## src/sv/ecd_pkg.sv

```systemverilog
// Shared types, constants and small tables for the epoch-to-date converter.
// No dependencies; every other file refers to it by scoped names.
`default_nettype none

package ecd_pkg;

	// Reciprocal multipliers: q = (x * MUL) >> SHIFT, exact over each operand range
	localparam logic [31:0] DIV60_MUL_A   = 32'h8888_8889;  // x < 2^31
	localparam int          DIV60_SHIFT_A = 37;
	localparam logic [26:0] DIV60_MUL_B   = 27'd71582789;   // x < 2^26
	localparam int          DIV60_SHIFT_B = 32;
	localparam logic [20:0] DIV24_MUL     = 21'd1398102;    // x < 2^20
	localparam int          DIV24_SHIFT   = 25;
	localparam logic [18:0] DIV1461_MUL   = 19'd367469;     // x < 2^18
	localparam int          DIV1461_SHIFT = 29;
	localparam logic [11:0] DIV153_MUL    = 12'd3427;       // x < 2^11
	localparam int          DIV153_SHIFT  = 19;

	// Day-number method: the 100-year period index (cent) is 0 or 1 over the input range
	localparam logic [14:0] CENT_SPLIT_DAY = 15'd11017;  // first day with period 1
	localparam logic [15:0] CENT_EARLY_OFS = 16'd25508;  // c = day + this, period 0
	localparam logic [10:0] QUAD_YEAR_DAYS = 11'd1461;
	localparam logic [7:0]  CENT_YEARS     = 8'd100;

	typedef struct packed {
		logic        valid;
		logic        neg;
		logic [5:0]  sec;
		logic [5:0]  min;
		logic [19:0] hl;
	} hms_t;

	typedef struct packed {
		logic        valid;
		logic        neg;
		logic [5:0]  sec;
		logic [5:0]  min;
		logic [4:0]  hour;
		logic        cent;
		logic [15:0] c;
	} dayc_t;

	// First day-of-year (March based) of shifted month m
	function automatic logic [8:0] month_start(input logic [3:0] m);
		logic [8:0] r;
		case (m)
			4'd0:    r = 9'd0;
			4'd1:    r = 9'd31;
			4'd2:    r = 9'd61;
			4'd3:    r = 9'd92;
			4'd4:    r = 9'd122;
			4'd5:    r = 9'd153;
			4'd6:    r = 9'd184;
			4'd7:    r = 9'd214;
			4'd8:    r = 9'd245;
			4'd9:    r = 9'd275;
			4'd10:   r = 9'd306;
			4'd11:   r = 9'd337;
			default: r = 9'd0;
		endcase
		return r;
	endfunction

	// Shifted month to calendar month, 0 is January
	function automatic logic [3:0] month_num(input logic [3:0] m);
		logic [3:0] r;
		if (m >= 4'd10) begin
			r = m - 4'd10;
		end else begin
			r = m + 4'd2;
		end
		return r;
	endfunction

endpackage

`default_nettype wire

```

## src/sv/ecd_hms.sv

```systemverilog
// Seconds count to second, minute and local hour count (stages 1-4).
// Depends on ecd_pkg.
`default_nettype none

module ecd_hms (
	input  wire logic         clk,
	input  wire logic         arst_n,
	input  wire logic         in_valid,
	input  wire logic [30:0]  secs,
	input  wire logic [4:0]   zone,
	output ecd_pkg::hms_t     hms
);

	logic        valid_s1, valid_s2, valid_s3, valid_s4;
	logic [30:0] secs_s1, secs_s2;
	logic [25:0] mins_s2;
	logic [19:0] hours_s3;
	logic [5:0]  mins_lo_s3, sec_s3, sec_s4, min_s4;
	logic        neg_s4;
	logic [19:0] hl_s4;

	logic [62:0] prod_a;
	logic [52:0] prod_b;
	logic [21:0] hl_sum;

	always_comb begin
		prod_a = 63'(secs_s1) * 63'(ecd_pkg::DIV60_MUL_A);
		prod_b = 53'(mins_s2) * 53'(ecd_pkg::DIV60_MUL_B);
		hl_sum = {2'b00, hours_s3} + {{17{zone[4]}}, zone};
	end

	always_ff @(posedge clk or negedge arst_n) begin
		if (!arst_n) begin
			valid_s1 <= 1'b0;
			valid_s2 <= 1'b0;
			valid_s3 <= 1'b0;
			valid_s4 <= 1'b0;
		end else begin
			valid_s1 <= in_valid;
			valid_s2 <= valid_s1;
			valid_s3 <= valid_s2;
			valid_s4 <= valid_s3;
		end
	end

	always_ff @(posedge clk) begin
		secs_s1    <= secs;
		mins_s2    <= prod_a[62:37];
		secs_s2    <= secs_s1;
		hours_s3   <= prod_b[51:32];
		// x - 60q == x + 4q modulo 64
		sec_s3     <= secs_s2[5:0] + {mins_s2[3:0], 2'b00};
		mins_lo_s3 <= mins_s2[5:0];
		min_s4     <= mins_lo_s3 + {hours_s3[3:0], 2'b00};
		sec_s4     <= sec_s3;
		neg_s4     <= hl_sum[21];
		hl_s4      <= hl_sum[19:0];
	end

	assign hms.valid = valid_s4;
	assign hms.neg   = neg_s4;
	assign hms.sec   = sec_s4;
	assign hms.min   = min_s4;
	assign hms.hl    = hl_s4;

endmodule

`default_nettype wire

```

## src/sv/ecd_day.sv

```systemverilog
// Local hour count to hour of day and day-in-cycle count (stages 5-6).
// Depends on ecd_pkg.
`default_nettype none

module ecd_day (
	input  wire logic          clk,
	input  wire logic          arst_n,
	input  wire ecd_pkg::hms_t hms,
	output ecd_pkg::dayc_t     dc
);

	logic        valid_s5, valid_s6;
	logic        neg_s5, neg_s6;
	logic [5:0]  sec_s5, min_s5, sec_s6, min_s6;
	logic [14:0] day_s5;
	logic [4:0]  hl_lo_s5, hour_s6;
	logic        cent_s6;
	logic [15:0] c_s6;

	logic [40:0] prod;
	logic        cent;

	always_comb begin
		prod = 41'(hms.hl) * 41'(ecd_pkg::DIV24_MUL);
		cent = (day_s5 >= ecd_pkg::CENT_SPLIT_DAY);
	end

	always_ff @(posedge clk or negedge arst_n) begin
		if (!arst_n) begin
			valid_s5 <= 1'b0;
			valid_s6 <= 1'b0;
		end else begin
			valid_s5 <= hms.valid;
			valid_s6 <= valid_s5;
		end
	end

	always_ff @(posedge clk) begin
		day_s5   <= prod[39:25];
		hl_lo_s5 <= hms.hl[4:0];
		neg_s5   <= hms.neg;
		sec_s5   <= hms.sec;
		min_s5   <= hms.min;
		// h - 24d == h + 8d modulo 32
		hour_s6  <= hl_lo_s5 + {day_s5[1:0], 3'b000};
		cent_s6  <= cent;
		if (cent) begin
			c_s6 <= {1'b0, day_s5} - {1'b0, ecd_pkg::CENT_SPLIT_DAY};
		end else begin
			c_s6 <= {1'b0, day_s5} + ecd_pkg::CENT_EARLY_OFS;
		end
		neg_s6   <= neg_s5;
		sec_s6   <= sec_s5;
		min_s6   <= min_s5;
	end

	assign dc.valid = valid_s6;
	assign dc.neg   = neg_s6;
	assign dc.sec   = sec_s6;
	assign dc.min   = min_s6;
	assign dc.hour  = hour_s6;
	assign dc.cent  = cent_s6;
	assign dc.c     = c_s6;

endmodule

`default_nettype wire

```

## src/sv/ecd_date.sv

```systemverilog
// Day-in-cycle count to day of month, month and year (stages 7-10).
// Depends on ecd_pkg.
`default_nettype none

module ecd_date (
	input  wire logic           clk,
	input  wire logic           arst_n,
	input  wire ecd_pkg::dayc_t dc,
	output logic                done,
	output logic [5:0]          second,
	output logic [5:0]          minute,
	output logic [4:0]          hour,
	output logic [4:0]          day_of_month,
	output logic [3:0]          month_index,
	output logic [7:0]          years_since_1900,
	output logic                before_epoch
);

	logic        valid_s7, valid_s8, valid_s9, valid_s10;
	logic        neg_s7, neg_s8, neg_s9;
	logic [5:0]  sec_s7, min_s7, sec_s8, min_s8, sec_s9, min_s9;
	logic [4:0]  hour_s7, hour_s8, hour_s9;
	logic        cent_s7, cent_s8, cent_s9;
	logic [15:0] c_s7;
	logic [6:0]  d_s7, d_s8, d_s9;
	logic [8:0]  e_s8, e_s9;
	logic [3:0]  m_s9;

	logic [5:0]  sec_s10, min_s10;
	logic [4:0]  hour_s10, mday_s10;
	logic [3:0]  mon_s10;
	logic [7:0]  year_s10;
	logic        neg_s10;

	logic [17:0] x_d;
	logic [36:0] prod_d;
	logic [17:0] d_days;
	logic [10:0] x_m;
	logic [22:0] prod_m;
	logic        wrap;
	logic [8:0]  mday_w;
	logic [7:0]  year_w;

	always_comb begin
		x_d    = {dc.c, 2'b11};
		prod_d = 37'(x_d) * 37'(ecd_pkg::DIV1461_MUL);
		d_days = 18'(d_s7) * 18'(ecd_pkg::QUAD_YEAR_DAYS);
		x_m    = 11'({e_s8, 2'b00} + 11'(e_s8) + 11'd2);
		prod_m = 23'(x_m) * 23'(ecd_pkg::DIV153_MUL);
		wrap   = (m_s9 >= 4'd10);
		mday_w = e_s9 + 9'd1 - ecd_pkg::month_start(m_s9);
		year_w = (cent_s9 ? ecd_pkg::CENT_YEARS : 8'd0) + {1'b0, d_s9} + {7'd0, wrap};
	end

	always_ff @(posedge clk or negedge arst_n) begin
		if (!arst_n) begin
			valid_s7  <= 1'b0;
			valid_s8  <= 1'b0;
			valid_s9  <= 1'b0;
			valid_s10 <= 1'b0;
		end else begin
			valid_s7  <= dc.valid;
			valid_s8  <= valid_s7;
			valid_s9  <= valid_s8;
			valid_s10 <= valid_s9;
		end
	end

	always_ff @(posedge clk) begin
		// stage 7: year within the 4-year-ish split of the cycle
		d_s7     <= prod_d[35:29];
		c_s7     <= dc.c;
		cent_s7  <= dc.cent;
		hour_s7  <= dc.hour;
		neg_s7   <= dc.neg;
		sec_s7   <= dc.sec;
		min_s7   <= dc.min;
		// stage 8: day within the March-based year
		e_s8     <= 9'(c_s7 - {2'b00, d_days[17:2]});
		d_s8     <= d_s7;
		cent_s8  <= cent_s7;
		hour_s8  <= hour_s7;
		neg_s8   <= neg_s7;
		sec_s8   <= sec_s7;
		min_s8   <= min_s7;
		// stage 9: March-based month
		m_s9     <= prod_m[22:19];
		e_s9     <= e_s8;
		d_s9     <= d_s8;
		cent_s9  <= cent_s8;
		hour_s9  <= hour_s8;
		neg_s9   <= neg_s8;
		sec_s9   <= sec_s8;
		min_s9   <= min_s8;
		// stage 10: result register, hour and date fields cleared before the epoch
		sec_s10  <= sec_s9;
		min_s10  <= min_s9;
		neg_s10  <= neg_s9;
		if (neg_s9) begin
			hour_s10 <= 5'd0;
			mday_s10 <= 5'd0;
			mon_s10  <= 4'd0;
			year_s10 <= 8'd0;
		end else begin
			hour_s10 <= hour_s9;
			mday_s10 <= mday_w[4:0];
			mon_s10  <= ecd_pkg::month_num(m_s9);
			year_s10 <= year_w;
		end
	end

	assign done             = valid_s10;
	assign second           = sec_s10;
	assign minute           = min_s10;
	assign hour             = hour_s10;
	assign day_of_month     = mday_s10;
	assign month_index      = mon_s10;
	assign years_since_1900 = year_s10;
	assign before_epoch     = neg_s10;

endmodule

`default_nettype wire

```

## src/sv/epoch_seconds_to_calendar_date_top.sv

```systemverilog
// Unix seconds to local calendar date, ten-stage pipeline.
// Depends on ecd_pkg, ecd_hms, ecd_day and ecd_date.
//
// Usage:
//  - Request channel: drive unix_seconds and pulse start. A request is taken
//    at every rising edge with start high and busy low. busy is tied low:
//    the pipeline takes one request per cycle, back to back, with no gaps.
//  - Result channel: done is high for exactly one cycle with the result
//    fields valid in that cycle. Each request passes through ten register
//    stages, s1 to s10, before its result shows on the outputs.
//  - Throughput: one request per clock. The stages are cut around
//    two reciprocal multiplies for the /60 steps, one for /24, one each for
//    /1461 and /153, plus the cycle split and final table lookup.
//  - Config: cfg_we/cfg_wdata write the signed hour offset (zone). Write it
//    only with the pipeline empty; it is sampled by stage 4 of each request.
//  - before_epoch: set when the offset makes the local hour count negative;
//    hour, day, month and year then read zero, second and minute are kept.
//  - Reset (arst_n low): clears all stage valid bits and the offset to 0;
//    requests in flight are dropped, no done pulse follows.
//  - The receiver cannot stall: each result is offered for one cycle only.
`default_nettype none

module epoch_seconds_to_calendar_date_top (
	input  wire logic        clk,
	input  wire logic        arst_n,
	input  wire logic        start,
	output logic             busy,
	input  wire logic [30:0] unix_seconds,
	input  wire logic        cfg_we,
	input  wire logic [4:0]  cfg_wdata,
	output logic             done,
	output logic [5:0]       second,
	output logic [5:0]       minute,
	output logic [4:0]       hour,
	output logic [4:0]       day_of_month,
	output logic [3:0]       month_index,
	output logic [7:0]       years_since_1900,
	output logic             before_epoch
);

	logic [4:0]      zone_q;
	ecd_pkg::hms_t   hms;
	ecd_pkg::dayc_t  dc;

	// Fully pipelined, never refuses a request
	assign busy = 1'b0;

	always_ff @(posedge clk or negedge arst_n) begin
		if (!arst_n) begin
			zone_q <= 5'd0;
		end else if (cfg_we) begin
			zone_q <= cfg_wdata;
		end
	end

	// stages 1-4: second, minute, local hour count
	ecd_hms u_hms (
		.clk    (clk),
		.arst_n (arst_n),
		.in_valid (start & ~busy),
		.secs   (unix_seconds),
		.zone   (zone_q),
		.hms    (hms)
	);

	// stages 5-6: hour of day, day count within the 100-year period
	ecd_day u_day (
		.clk    (clk),
		.arst_n (arst_n),
		.hms    (hms),
		.dc     (dc)
	);

	// stages 7-10: year, month, day of month, result register
	ecd_date u_date (
		.clk              (clk),
		.arst_n           (arst_n),
		.dc               (dc),
		.done             (done),
		.second           (second),
		.minute           (minute),
		.hour             (hour),
		.day_of_month     (day_of_month),
		.month_index      (month_index),
		.years_since_1900 (years_since_1900),
		.before_epoch     (before_epoch)
	);

endmodule

`default_nettype wire
```

## config.mk

```make
export PLATFORM = sky130hd
export DESIGN_NAME = epoch_seconds_to_calendar_date_top
export DESIGN_NICKNAME = d
export VERILOG_FILES = /design/src/sv/ecd_pkg.sv /design/src/sv/ecd_hms.sv /design/src/sv/ecd_day.sv /design/src/sv/ecd_date.sv /design/src/sv/epoch_seconds_to_calendar_date_top.sv
export SDC_FILE = /design/constraint.sdc
export NUM_CORES = 2
export LEC_CHECK = 0
export BUFFER_PORTS_ARGS = -buffer_cell sky130_fd_sc_hd__buf_2
export CORE_ASPECT_RATIO = 0.6
export CORE_MARGIN = 3
export CORE_UTILIZATION = 35
export DETAILED_ROUTE_END_ITERATION = 12
export GPL_TIMING_DRIVEN = 0
export PLACE_DENSITY = 0.52
export SLEW_MARGIN = 40
export SYNTH_ARGS = -nofsm -noshare
export SYNTH_HDL_FRONTEND = slang
export SYNTH_SLANG_ARGS = --single-unit
```

## constraint.sdc

```tcl
create_clock -name clk -period 10.7 [get_ports clk]
set_clock_uncertainty 0.2 [all_clocks]
set_input_delay 0 -clock clk [delete_from_list [all_inputs] [get_ports clk]]
set_output_delay 0 -clock clk [all_outputs]
set_load 0.02 [all_outputs]
```

Yosys cells after proc, flatten, opt, wreduce, memory -nomap -nowiden
Memory sizes are Yosys's and may differ from the RTL's. A register that Yosys moved wholly into a read port is not among the register bits.
Index checks and enable logic that the tools add are counted.
Widths: inputs -> output; s select.
{"block": "word_totals", "regBits": 351, "mem_bits_ro": 144, "input_bits": 40, "output_inout_bits": 37, "elab_cells": 88, "memories": 1}
{"name": "(no name shown)", "words": 16, "width": 9, "read_ports": 1, "rd_ports_with_merged_regs": 1, "write_ports": 0, "line": "ecd_pkg.sv:46", "text": "case (m)"}
{"block": "classes", "add_sub_neg": 15, "mul": 6, "magnitude_cmp": 2, "n_mux": 3}
{"cell": "$mul 31x32->63 const B", "count": 1}
{"cell": "$mul 26x27->52 const B", "count": 1}
{"cell": "$mul 20x20->39 const B", "count": 1}
{"cell": "$mul 18x19->36 const B", "count": 1}
{"cell": "$mul 11x12->23 const B", "count": 1}
{"cell": "$add 21x5->22", "count": 1}
{"cell": "$add 15x15->16 const B", "count": 1}
{"cell": "$mux 16", "count": 1}
{"cell": "$sub 15x14->16 const B", "count": 1}
{"cell": "$ge 15x14->1 const B", "count": 1}
{"cell": "$add 6x6->6", "count": 2}
{"cell": "$add 11x2->11 const B", "count": 1}
{"cell": "$add 11x9->11", "count": 1}
{"cell": "$mul 7x11->11 const B", "count": 1}
{"cell": "$sub 9x9->9", "count": 1}
{"cell": "$add 8x1->8", "count": 1}
{"cell": "$add 8x7->8", "count": 1}
{"cell": "$mux 7", "count": 1}
{"cell": "$add 5x1->5 const B", "count": 1}
{"cell": "$add 5x5->5", "count": 1}
{"cell": "$sub 5x5->5", "count": 1}
{"cell": "$add 4x2->4 const B", "count": 1}
{"cell": "$ge 4x4->1 const B", "count": 1}
{"cell": "$mux 4", "count": 1}
{"cell": "$sub 4x4->4 const B", "count": 1}

Longest topological paths before layout
{"block": "depth", "ltp_word": 3, "mapped_depth": 32, "ltp_nobuf": 32}

Modules after synthesis
From an unflattened synthesis, not the netlist that was laid out.
{"block": "hier_totals", "cells_unflattened": 3686, "hier_area_um2": 38849.8}
{"mod": "ecd_hms", "instances": 1, "cells_per_inst": 1603, "area_each_um2": 16985.0, "seq_area_each_um2": 2662.6}
{"mod": "ecd_date", "instances": 1, "cells_per_inst": 1150, "area_each_um2": 12465.7, "seq_area_each_um2": 3002.9}
{"mod": "ecd_day", "instances": 1, "cells_per_inst": 921, "area_each_um2": 9206.3, "seq_area_each_um2": 1411.4}
{"mod": "epoch_seconds_to_calendar_date_top", "instances": 1, "cells_per_inst": 12, "area_each_um2": 192.7, "seq_area_each_um2": 125.1}

Least setup slack after synthesis
OpenSTA, ideal clock, no wires.
{"block": "synth_path", "path_type": "register -> register", "start": "register u_date.e_s8[0]", "end": "register (tool-made name)", "setup_ps": 117, "arrival_time_ps": 6620, "t_required_ps": 10383, "path_slack_ps": 3764, "stages_incl_launch_ff": 30, "path_buffers": 0, "synth_period_minus_slack_ps": 6936, "cell_sequence": "dfxtp_1 ha_1 a21o_1 a21oi_1 o21bai_1 a21oi_1 o21bai_1 a21oi_1 nor2b_1 o21ai_0 xnor2_1 ha_1 inv_1 fa_1 fa_1 fa_1 fa_1 inv_1 ha_1 a21o_1 a21o_1 a21o_1 a221oi_2 o22ai_1 o41ai_4 xnor2_1 inv_1 ha_1 xnor2_1 a22o_1"}
{"item": "start: declaration", "line": "ecd_date.sv:26", "text": "logic [8:0] e_s8, e_s9;"}
{"item": "start signal: assignment", "line": "ecd_date.sv:79", "text": "e_s8 <= 9'(c_s7 - {2'b00, d_days[17:2]});"}

==> results by group <==
GRT
  – GRT overflow: 0
  – First-pass GRT wire length: about 140000 µm
  – Initial antenna violation count: 1
  – Largest net degree at the start of global routing: 20
  – GRT Overall Usage: 15.7%
  – Vias in the first global route: between 20k and 25k

Floorplanning
  – Die area: about 0.11 mm²
  – Core ar.: about 0.11 mm²
  – FP Rows: 92
  – Die width: about 430 µm
  – Initial Util: between 30% and 40%
  – DIE HEIGHT: about 260 µm
  – Top Ports: just under 80

Yosys
  – Warnings from Yosys: 0
  – Post-synthesis xor/xnor area fraction: under 10%
  – Syn nets: 4960
  – Compound-Gate Fraction of Synth Area: around 6.7%
  – Syn_area_per_cell: about 11 µm²
  – Adder-Cell Fraction of Synth Area: a little under three fifths
  – Seq cells post-synth: between 300 and 400
  – Sequential fraction of the synthesis area: between 10% and 20%
  – Fraction of synthesized area in multiplexers: less than 1%
  – EDFF count, synth: 0
  – Ys flop type: dfxtp_1
  – Distinct cells, synth: between 70 and 80
  – Largest family of logic cells by synthesized area: adder cells
  – Simple-Gate Fraction of Synth Area: under 10%
  – Post-Syn Instances: about 3.5k
  – Ys async rst share: 4.21%
  – Post-Syn Area: 0.0376 mm²

Drt
  – Initial drt markers: 1077
  – Drt pass-1 iters: 5
  – Drt wl/cell: between 15 and 20 µm
  – DRC: 0
  – Routed WL: between 80000 and 90000 µm
  – Vias: around 23k
  – Average vias per placed instance: around 4.5
  – ANT nets after route: 0

Placement
  – GPL Wtd Cong: around 0.9
  – Post-detail-place hpwl: approximately 73000 µm
  – Port bufs: 75

Clock tree
  – Max Root-Sink Buffers: 3
  – Worst-path clk slew: 0.07 ns
  – Clock latency on the worst-skew pair: slightly below 0.6 ns
  – Htree depth: 2
  – Post-CTS Setup Inserts: 0
  – Clock Sinks: approximately 360
  – Post-cts hold buffer count: 83
  – CTS tree: done
  – Clock buffer count from CTS: 39
  – Post-CTS resize count: 0
  – CTS root buffer: clkbuf_16

STA
  – Fin crit share: 74.6%
  – Hold Vio Cnt, Final: 0
  – Setup total negative slack: 0 ns
  – Tmin final: about 8.0 ns
  – Fin Hold WS: ~0.12 ns
  – Peak Freq: around 130 MHz
  – Worst-Margin Slew: 0.778 ns
  – RSZ-0062 raised after global routing: false
  – Relative slew slack: a little under half
  – Final setup viols: 0
  – Pins over their slew limit: 0

Setup path
  – Critical path peak fanout: 8
  – Nature of the critical path startpoint: register
  – Critical Path Max Stage Delay: between 0.6 and 0.7 ns
  – Reg2reg start: u_date.e_s8[0]$_DFF_P_
  – Buf+Inv Stages, Crit Path: 3
  – Crit path kind: reg -> reg
  – Crit path DAT: between 8 and 9 ns
  – Slowest-stage cell, CP: dfxtp_1
  – R2r setup slk: 2.72 ns
  – Crit path max-delay family: adder cells
  – Reg2reg path depth: 29
  – CP Capture Type: register
  – Critical path required time: between 10 and 15 ns

Finish
  – Nets: 5160
  – Commonest cells after routing, fill and taps aside: ha_1, inv_1, fa_1
  – FF+latch area: ~0.007 mm²
  – Most common cell after layout, fill and taps aside: ha_1
  – Area of the multi-input gates: between 0.02 and 0.03 mm²
  – Fillers: just over 10k
  – Layout cell share with drive strength beyond 1: 4.78%
  – Synthesis-to-layout area growth: 11.6%

Worst hold path
  – Worst Hold Class: reg -> reg
  – Hold Path End: u_day.min_s6[1]$_DFF_P_
  – Cell depth of the worst hold path: 0
  – Hold wc startpoint: u_day.min_s5[1]$_DFF_P_

Run
  – MaxCap Viol Count: 0

Status
  – Run status: finished, final reports clean
cells in the mapped netlist (13+ instances only):
master / count / share of area, %
ha_1: 914 / 30
inv_1: 855 / 8.5
fa_1: 511 / 27
dfxtp_1: 341 / 18
a21oi_1: 124 / 1.6
xnor2_1: 109 / 2.5
nor2_1: 85 / 0.85
a21o_1: 56 / 1.1
o21ai_0: 56 / 0.74
nand2_1: 54 / 0.54
xor2_1: 46 / 1.1
nor2b_1: 30 / 0.50
nand3_1: 25 / 0.33
nor3_1: 22 / 0.29
nand4_1: 21 / 0.35
o21a_1: 20 / 0.40
a31oi_1: 18 / 0.30
o21bai_1: 18 / 0.36
dfrtp_1: 15 / 1.0
a211oi_1: 13 / 0.26
and3_1: 13 / 0.22
sequential cells by signal, indices dropped and copies added, names as in the netlist, 7 cells and up, named ones only:
name	flops
u_date.c_s7	9
u_date.d_s7	7
u_date.d_s8	7
u_date.d_s9	7
u_date.e_s8	9
u_date.years_since_1900	8
u_day.c_s6	16
u_day.day_s5	15
u_hms.hl_s4	20
u_hms.hours_s3	20
u_hms.mins_s2	26
u_hms.secs_s1	31
metrics by stage:
stage	util (%)	cell area (µm²)	setup WS (ns)	cells
2_1_floorplan	-	37600	3.76	3495
5_1_grt	39.7	42000	2.14	5133
3_5_place_dp	37.6	39800	2.72	4980
4_1_cts	39.7	42000	2.64	5132
3_3_place_gp	37.6	39800	2.82	4980
6_report	39.7	42000	2.72	5134
worst max path at each step:
stage / start / end / slack, ns / cells past startpoint
after detailed placement: u_date.e_s8[0]$_DFF_P_ / register / 2.72 / 29
after global placement: u_date.e_s8[0]$_DFF_P_ / register / 2.82 / 29
after CTS: u_date.e_s8[0]$_DFF_P_ / register / 2.64 / 29
final: u_date.e_s8[0]$_DFF_P_ / register / 2.72 / 29
after floorplan: u_date.e_s8[0]$_DFF_P_ / register / 3.76 / 29
after global routing: u_date.e_s8[0]$_DFF_P_ / register / 2.14 / 29
cells by family (layout without fill, tap and decap cells):
| family | count (synthesis) | count (layout) |
|---|---|---|
| adder cells (fa/ha/maj) | 1425 | 1425 |
| buffers and inverters | 864 | 1092 |
| AO/OA/AOI/OAI | 384 | 384 |
| flip-flops | 356 | 356 |
| AND/OR/NAND/NOR | 300 | 300 |
| XOR/XNOR | 156 | 156 |
| multiplexers | 9 | 9 |
| other | 1 | 2 |
layout make-up:
type / count / area share, %
timing repair buffer: 159 / 2.88
clock inverter: 17 / 0.774
antenna: 1 / 0.00596
buffer: 7 / 0.0953
clock buffer: 52 / 2.56
multi-input combinational: 2275 / 64.7
tap: 1410 / 4.20
sequential: 356 / 17.1
inverter: 857 / 7.69
metal layers:
metal / global-route usage [%] / part of all wire, % / wire length, µm
met1: 26.2 / 58 / 48400
met2: 20.1 / 35 / 29400
met3: 3.59 / 6.3 / 5330
met4: 1.89 / 0.94 / 791
met5: 0 / 0 / 0
Power is not shown: default switching activity piles up to over one toggle a cycle in this logic, so the estimate is an artifact.
